### src/hw/rtl/slhm_pkg.sv
`default_nettype none

package slhm_pkg;

    // Default history depth
    localparam int MAX_SMOOTH_DEF = 16;

    localparam int SAMPLE_W = 16;
    localparam int PIX_W    = 8;
    localparam int LEN_CFG_W = 5;

    // Register indexes
    localparam int REG_COLOR_MODE = 0;
    localparam int REG_SMOOTH_LEN = 1;
    localparam int APB_ADDR_W     = 3;
    localparam int APB_DATA_W     = 32;

    localparam logic                 COLOR_MODE_RST = 1'b0;
    localparam logic [LEN_CFG_W-1:0] SMOOTH_LEN_RST = 5'd4;

    localparam logic MODE_AMP  = 1'b0;
    localparam logic MODE_FREQ = 1'b1;

    localparam logic [PIX_W-1:0] HUE_SPAN = 8'd192;
    localparam logic [PIX_W-1:0] BRI_FULL = 8'd255;
    localparam logic [PIX_W-1:0] BRI_MIN  = 8'd10;
    // amp on threshold: 10 * a < 1.0 in Q0.16
    localparam logic [3:0]       AMP_ON_MUL = 4'd10;

    typedef enum logic [2:0] {
        ST_IDLE,
        ST_SUM,
        ST_DIV,
        ST_MAP
    } state_t;

endpackage

`default_nettype wire

### src/hw/rtl/smoothed_level_to_hue_mapper_core.sv
`default_nettype none

// Channel | Dir | Handshake              | Payload
// s_      | in  | s_tvalid / s_tready    | amp_sample, freq_sample
// m_      | out | m_tvalid / m_tready    | hue, brightness
// cfg     | in  | APB psel/penable/pready| color_mode @0x0, smooth_len @0x4
//
// Each item passes through the accept cycle, a full rotation of the history
// rings through the adders, one quotient bit per cycle from the restoring
// divider, and then the map/push step.
// s_tready is high only while idle. A finished result sits in the output
// register, so the next item is taken while it waits for m_tready.
// Reset clears both history rings to zero and the configuration registers to defaults.

module smoothed_level_to_hue_mapper_core #(
    parameter int MAX_SMOOTH = slhm_pkg::MAX_SMOOTH_DEF
) (
    input  wire logic                            aclk,
    input  wire logic                            aresetn,

    input  wire logic                            s_tvalid,
    output      logic                            s_tready,
    input  wire logic [31:0]                     s_tdata,  // amp_sample, freq_sample

    output      logic                            m_tvalid,
    input  wire logic                            m_tready,
    output      logic [15:0]                     m_tdata,  // hue, brightness

    input  wire logic                            psel,
    input  wire logic                            penable,
    input  wire logic                            pwrite,
    input  wire logic [slhm_pkg::APB_ADDR_W-1:0] paddr,
    input  wire logic [slhm_pkg::APB_DATA_W-1:0] pwdata,
    output      logic [slhm_pkg::APB_DATA_W-1:0] prdata,
    output      logic                            pready
);

    localparam int SW    = slhm_pkg::SAMPLE_W;
    localparam int SUM_W = SW + $clog2(MAX_SMOOTH + 1);
    localparam int DIV_W = $clog2(MAX_SMOOTH + 2);
    localparam int RCNT_W = $clog2(MAX_SMOOTH + 1);
    localparam int BCNT_W = $clog2(SUM_W + 1);

    // ---------------- configuration ----------------
    logic                             cfg_mode_reg;
    logic [slhm_pkg::LEN_CFG_W-1:0]   cfg_len_reg;
    logic                             cfg_wr;
    logic                             reg_sel;

    assign pready  = 1'b1;
    assign cfg_wr  = psel && penable && pwrite && pready;
    assign reg_sel = paddr[2];

    always_ff @(posedge aclk) begin
        if (!aresetn) begin
            cfg_mode_reg <= slhm_pkg::COLOR_MODE_RST;
            cfg_len_reg  <= slhm_pkg::SMOOTH_LEN_RST;
        end else if (cfg_wr) begin
            if (reg_sel == 1'(slhm_pkg::REG_COLOR_MODE)) begin
                cfg_mode_reg <= pwdata[0];
            end else begin
                cfg_len_reg <= pwdata[slhm_pkg::LEN_CFG_W-1:0];
            end
        end
    end

    always_comb begin
        prdata = '0;
        if (reg_sel == 1'(slhm_pkg::REG_SMOOTH_LEN)) begin
            prdata[slhm_pkg::LEN_CFG_W-1:0] = cfg_len_reg;
        end else begin
            prdata[0] = cfg_mode_reg;
        end
    end

    // clamp to history depth
    logic [31:0]      len_wide;
    logic [DIV_W-1:0] eff_len;
    logic [DIV_W-1:0] divisor;

    assign len_wide = (32'(cfg_len_reg) > 32'(MAX_SMOOTH)) ? 32'(MAX_SMOOTH)
                                                            : 32'(cfg_len_reg);
    assign eff_len  = len_wide[DIV_W-1:0];
    assign divisor  = eff_len + DIV_W'(1);

    // ---------------- sequencer ----------------
    slhm_pkg::state_t state_reg, state_next;
    logic [RCNT_W-1:0] rcnt_reg, rcnt_next;
    logic [BCNT_W-1:0] bcnt_reg, bcnt_next;

    logic s_acc;
    logic rcnt_last;
    logic bcnt_last;
    logic out_free;
    logic do_load, do_rot, do_div, do_push;

    assign s_acc     = s_tvalid && s_tready;
    assign rcnt_last = (rcnt_reg == RCNT_W'(MAX_SMOOTH - 1));
    assign bcnt_last = (bcnt_reg == BCNT_W'(SUM_W - 1));
    assign out_free  = !m_tvalid || m_tready;

    always_comb begin
        state_next = state_reg;
        case (state_reg)
            slhm_pkg::ST_IDLE: if (s_acc) state_next = slhm_pkg::ST_SUM;
            slhm_pkg::ST_SUM:  if (rcnt_last) state_next = slhm_pkg::ST_DIV;
            slhm_pkg::ST_DIV:  if (bcnt_last) state_next = slhm_pkg::ST_MAP;
            slhm_pkg::ST_MAP:  if (out_free) state_next = slhm_pkg::ST_IDLE;
            default:           state_next = slhm_pkg::ST_IDLE;
        endcase
    end

    always_comb begin
        s_tready  = 1'b0;
        do_load   = 1'b0;
        do_rot    = 1'b0;
        do_div    = 1'b0;
        do_push   = 1'b0;
        rcnt_next = rcnt_reg;
        bcnt_next = bcnt_reg;
        case (state_reg)
            slhm_pkg::ST_IDLE: begin
                s_tready  = 1'b1;
                do_load   = s_acc;
                rcnt_next = '0;
                bcnt_next = '0;
            end
            slhm_pkg::ST_SUM: begin
                do_rot    = 1'b1;
                rcnt_next = rcnt_reg + RCNT_W'(1);
            end
            slhm_pkg::ST_DIV: begin
                do_div    = 1'b1;
                bcnt_next = bcnt_reg + BCNT_W'(1);
            end
            slhm_pkg::ST_MAP: begin
                do_push = out_free;
            end
            default: begin
            end
        endcase
    end

    always_ff @(posedge aclk) begin
        if (!aresetn) begin
            state_reg <= slhm_pkg::ST_IDLE;
            rcnt_reg  <= '0;
            bcnt_reg  <= '0;
        end else begin
            state_reg <= state_next;
            rcnt_reg  <= rcnt_next;
            bcnt_reg  <= bcnt_next;
        end
    end

    // ---------------- history rings ----------------
    // A full rotation of MAX_SMOOTH steps presents each entry at tap 0
    // (newest first) and leaves the ring in its original order.
    logic [SW-1:0] amp_hist_reg  [MAX_SMOOTH];
    logic [SW-1:0] freq_hist_reg [MAX_SMOOTH];
    logic [SW-1:0] amp_avg;
    logic [SW-1:0] freq_avg;
    logic          push_freq;

    assign push_freq = do_push && (cfg_mode_reg == slhm_pkg::MODE_FREQ);

    always_ff @(posedge aclk) begin
        if (!aresetn) begin
            for (int i = 0; i < MAX_SMOOTH; i++) begin
                amp_hist_reg[i]  <= '0;
                freq_hist_reg[i] <= '0;
            end
        end else if (do_rot) begin
            for (int i = 0; i < MAX_SMOOTH - 1; i++) begin
                amp_hist_reg[i]  <= amp_hist_reg[i+1];
                freq_hist_reg[i] <= freq_hist_reg[i+1];
            end
            amp_hist_reg[MAX_SMOOTH-1]  <= amp_hist_reg[0];
            freq_hist_reg[MAX_SMOOTH-1] <= freq_hist_reg[0];
        end else if (do_push) begin
            for (int i = 1; i < MAX_SMOOTH; i++) begin
                amp_hist_reg[i] <= amp_hist_reg[i-1];
            end
            amp_hist_reg[0] <= amp_avg;
            if (push_freq) begin
                for (int i = 1; i < MAX_SMOOTH; i++) begin
                    freq_hist_reg[i] <= freq_hist_reg[i-1];
                end
                freq_hist_reg[0] <= freq_avg;
            end
        end
    end

    // ---------------- sum and restoring divide ----------------
    // The dividend register doubles as the quotient shift register.
    logic [SUM_W-1:0] amp_acc_reg,  freq_acc_reg;
    logic [DIV_W:0]   amp_rem_reg,  freq_rem_reg;
    logic             take_entry;
    logic [DIV_W+1:0] amp_trial,    freq_trial;

    assign take_entry = (32'(rcnt_reg) < 32'(eff_len));
    assign amp_trial  = {amp_rem_reg, amp_acc_reg[SUM_W-1]} - (DIV_W+2)'(divisor);
    assign freq_trial = {freq_rem_reg, freq_acc_reg[SUM_W-1]} - (DIV_W+2)'(divisor);

    always_ff @(posedge aclk) begin
        if (do_load) begin
            amp_acc_reg  <= SUM_W'(s_tdata[15:0]);
            freq_acc_reg <= SUM_W'(s_tdata[31:16]);
            amp_rem_reg  <= '0;
            freq_rem_reg <= '0;
        end else if (do_rot) begin
            if (take_entry) begin
                amp_acc_reg  <= amp_acc_reg + SUM_W'(amp_hist_reg[0]);
                freq_acc_reg <= freq_acc_reg + SUM_W'(freq_hist_reg[0]);
            end
        end else if (do_div) begin
            if (!amp_trial[DIV_W+1]) begin
                amp_rem_reg <= amp_trial[DIV_W:0];
                amp_acc_reg <= {amp_acc_reg[SUM_W-2:0], 1'b1};
            end else begin
                amp_rem_reg <= {amp_rem_reg[DIV_W-1:0], amp_acc_reg[SUM_W-1]};
                amp_acc_reg <= {amp_acc_reg[SUM_W-2:0], 1'b0};
            end
            if (!freq_trial[DIV_W+1]) begin
                freq_rem_reg <= freq_trial[DIV_W:0];
                freq_acc_reg <= {freq_acc_reg[SUM_W-2:0], 1'b1};
            end else begin
                freq_rem_reg <= {freq_rem_reg[DIV_W-1:0], freq_acc_reg[SUM_W-1]};
                freq_acc_reg <= {freq_acc_reg[SUM_W-2:0], 1'b0};
            end
        end
    end

    // average never exceeds full scale, so the low bits are the whole quotient
    assign amp_avg  = amp_acc_reg[SW-1:0];
    assign freq_avg = freq_acc_reg[SW-1:0];

    // ---------------- mapping ----------------
    logic [23:0] amp_x192, amp_x255, freq_x192;
    logic [23:0] hue_inv;
    logic [19:0] amp_x10;
    logic [7:0]  hue_val, bri_val;

    assign amp_x192  = 24'(amp_avg) * 24'(slhm_pkg::HUE_SPAN);
    assign amp_x255  = 24'(amp_avg) * 24'(slhm_pkg::BRI_FULL);
    assign freq_x192 = 24'(freq_avg) * 24'(slhm_pkg::HUE_SPAN);
    assign amp_x10   = 20'(amp_avg) * 20'(slhm_pkg::AMP_ON_MUL);
    assign hue_inv   = {slhm_pkg::HUE_SPAN, 16'h0000} - amp_x192;

    always_comb begin
        if (cfg_mode_reg == slhm_pkg::MODE_AMP) begin
            hue_val = hue_inv[23:16];
            bri_val = (amp_x10 < 20'h10000) ? '0 : slhm_pkg::BRI_FULL;
        end else begin
            hue_val = freq_x192[23:16];
            bri_val = (amp_x255[23:16] < slhm_pkg::BRI_MIN) ? '0 : amp_x255[23:16];
        end
    end

    // ---------------- output register ----------------
    logic        m_valid_reg;
    logic [15:0] m_data_reg;

    always_ff @(posedge aclk) begin
        if (!aresetn) begin
            m_valid_reg <= 1'b0;
        end else if (do_push) begin
            m_valid_reg <= 1'b1;
        end else if (m_tready) begin
            m_valid_reg <= 1'b0;
        end
    end

    always_ff @(posedge aclk) begin
        if (do_push) begin
            m_data_reg <= {bri_val, hue_val};
        end
    end

    assign m_tvalid = m_valid_reg;
    assign m_tdata  = m_data_reg;

endmodule

`default_nettype wire

### config.mk
export PLATFORM = sky130hd
export DESIGN_NAME = smoothed_level_to_hue_mapper_core
export DESIGN_NICKNAME = d
export VERILOG_FILES = /design/src/hw/rtl/slhm_pkg.sv /design/src/hw/rtl/smoothed_level_to_hue_mapper_core.sv
export SDC_FILE = /design/constraint.sdc
export NUM_CORES = 1
export LEC_CHECK = 0
export ABC_AREA = 1
export BUFFER_PORTS_ARGS = -buffer_cell sky130_fd_sc_hd__buf_2
export CAP_MARGIN = 10
export CORE_ASPECT_RATIO = 2
export CORE_MARGIN = 10
export CORE_UTILIZATION = 50
export DETAILED_ROUTE_END_ITERATION = 8
export PLACE_DENSITY = 0.67
export SLEW_MARGIN = 10
export SYNTH_ARGS = -nofsm -noshare
export SYNTH_HDL_FRONTEND = slang
export SYNTH_SLANG_ARGS = --single-unit
export TNS_END_PERCENT = 50
### constraint.sdc
create_clock -name aclk -period 8.65 [get_ports aclk]
set_clock_uncertainty 0.05 [all_clocks]
set_input_delay 1.73 -clock aclk [delete_from_list [all_inputs] [get_ports aclk]]
set_output_delay 1.73 -clock aclk [all_outputs]
set_load 0.01 [all_outputs]
==> impl_metrics.yaml <==
outcome:
  status: "completed"
logic_synthesis:
  netlist_instances: 3725
  yosysSeqAreaShare: 0.492
  yosysTopAreaCell: "edfxtp_1"
  syn-mean-instance-area_um2: 8.92
  ys_ff_latch: 601
  yosys.cell_count.top_type: "nand2_1"
  synth.top_cells.by_area: "edfxtp_1 (39%), dfxtp_1 (10%), nand2_1 (7.4%)"
  async_reset_ff_frac: 0
  netlist.area_leader.share: 0.390
  ys_types: 49
  synth_area_mm2: 0.0332
  synth_enable_flop_cells: 432
  yosysWarningCount: 0
  synthTopCellsByCount: "nand2_1 (653), inv_1 (645), edfxtp_1 (432)"
  synth_flop_cell: "edfxtp_1"
die:
  die_y_um: 385
  dieArea_mm2: 0.0778
  start_util: 0.505
  rows: 133
  die_w_um: 202
  core_area_mm2: 0.0657
  io-pin-count: 125
setup_path:
  path_max_fanout: 8
  start_kind: "register"
  cp.arrival_ns: 5.91
  rr_worst_depth: 20
  end_kind: "register"
  worst_r2r_endpoint: "m_tdata[9]"
  regToRegSetupSlack_ns: 3.04
  timing.rr.start: "amp_acc_reg[4]"
  worst-setup-path-type: "register to register"
  cp.required_ns: 8.95
sta:
  hold_viol: 0
  setup_tns_ns: 0
  finalSetupViolCount: 0
  fmax_ghz: 0.178
  worstMarginPinSlew_ns: 1.04
  post-route-period-util: 0.648
  rsz0062_at_grt: "false"
  drv_slew: 0
  slew-limit-headroom: 0.306
  min_period_ns: 5.61
cts:
  post_cts_buffers: 0
  cts_buffer_depth: 3
  cts_root_buffer: "clkbuf_16"
  clock_sinks: 601
  h-tree-depth: 2
  cts_buffers: 53
  clkTransAtPathRegs_ns: 0.08
  tritoncts: "built"
  postCtsHoldBufs: 0
  post_cts_resized: 0
  clk_latency_ns: 0.62
cells_and_area:
  fin_nets: 4007
  syn_to_final_growth_pct: 8.15
  fill_cells: 6100
  drive_gt1_frac: 0.0669
min_path:
  min-delay-start: "amp_hist_reg[1][113]"
  min_path_type: "register to register"
  min_to: "amp_hist_reg[1][113]"
  hold_depth: 2
placement:
  place_congestion: 0.938
  hpwl_mm: 58.5
  io_buffer_count: 67
job:
  maxCapViolCount: 0
global_routing:
  grt_pass1_wl_mm: 135
  track_usage: 0.213
  grt_max_degree: 133
  overflow: 0
  antenna_found_initial: 1
  grt_pass1_vias: 26200
route:
  drt.antenna.violating_nets: 0
  drt_wl_total_mm: 84.1
  drt_iter0_drc: 1510
  post_drt_wl_per_cell_um: 18.2
  vias: 25800
  drc: 0
  via_per_inst: 5.56
  drtPass1Iterations: 6
-- metrics by stage --
step / hold slack [ns] / setup slack, ns / area, µm² / instances / util
floorplan: 0.384 / 2.83 / 33300 / 3751 / -
global placement: 0.414 / 2.93 / 34200 / 4529 / 0.520
detailed placement: 0.419 / 2.88 / 34200 / 4529 / 0.520
CTS: 0.430 / 3.03 / 35900 / 4629 / 0.547
global route: 0.443 / 2.79 / 35900 / 4629 / 0.547
finish: 0.426 / 3.04 / 35900 / 4630 / 0.547
-- layer usage --
metal  vias to the layer above  wire length [µm]  track usage
li1                      12600                 -            -
met1                     12400             31400        0.228
met2                       581             44700        0.397
met3                       211              2960       0.0211
met4                         0              5100        0.126
met5                         -                 0            0
-- worst max path at each step --
stage | from | endpoint | slack (ns) | cells after the start
after floorplan | m_tready | amp_hist_reg[0][100] | 2.83 | 8
after CTS | amp_acc_reg[4] | m_tdata[9] | 3.03 | 20
final | amp_acc_reg[4] | m_tdata[9] | 3.04 | 20
after global routing | amp_acc_reg[4] | m_tdata[9] | 2.79 | 20
after global placement | aresetn | amp_hist_reg[0][86] | 2.93 | 7
after detailed placement | aresetn | amp_hist_reg[0][116] | 2.88 | 7
-- area by class of cell --
cell class / instances / area (µm²) / share of cell area
antenna: 1 / 2.50 / 0.0000696
sequential: 601 / 16400 / 0.455
multi-input combinational: 2293 / 13700 / 0.380
timing repair buffer: 99 / 576 / 0.0160
tap: 877 / 1100 / 0.0305
clock buffer: 69 / 1470 / 0.0409
clock inverter: 31 / 285 / 0.00794
inverter: 659 / 2490 / 0.0693
-- critical path: stages (launching register included) --
cell and delay, ns:
edfxtp_1 0.69, inv_1 0.31, fa_1 0.63, fa_1 0.56, inv_1 0.05, fa_1 0.54
inv_1 0.06, fa_1 0.54, inv_1 0.05, ha_1 0.33, a21oi_1 0.20, a21boi_0 0.38
nand2_1 0.10, nand4_1 0.10, nand2_1 0.08, xor2_1 0.27, nand2_1 0.08, nand2_1 0.07
nand2_1 0.10, nand2_1 0.08, nand2_1 0.05
-- placed cells by master (no fill, tap or decap), types with 67 or more instances in the layout --
cell	n
nand2_1	647
inv_1	645
edfxtp_1	432
o22ai_1	300
nor2_1	257
o21ai_0	216
a21oi_1	195
dfxtp_1	169
ha_1	152
nand3_1	112
fa_1	74
a31oi_1	70
buf_2	67
-- cell families after synthesis --
kind of cell / count (synthesis) / share of synthesized area
simple gates: 1115 / 0.138
compound gates: 900 / 0.160
buf+inv: 857 / 0.102
flops: 601 / 0.492
fa+ha+maj: 226 / 0.102
xor+xnor: 24 / 0.00633
other cells: 2 / 0.000226
Power is not shown: default switching activity piles up to over one toggle a cycle in this logic, so the estimate is an artifact.
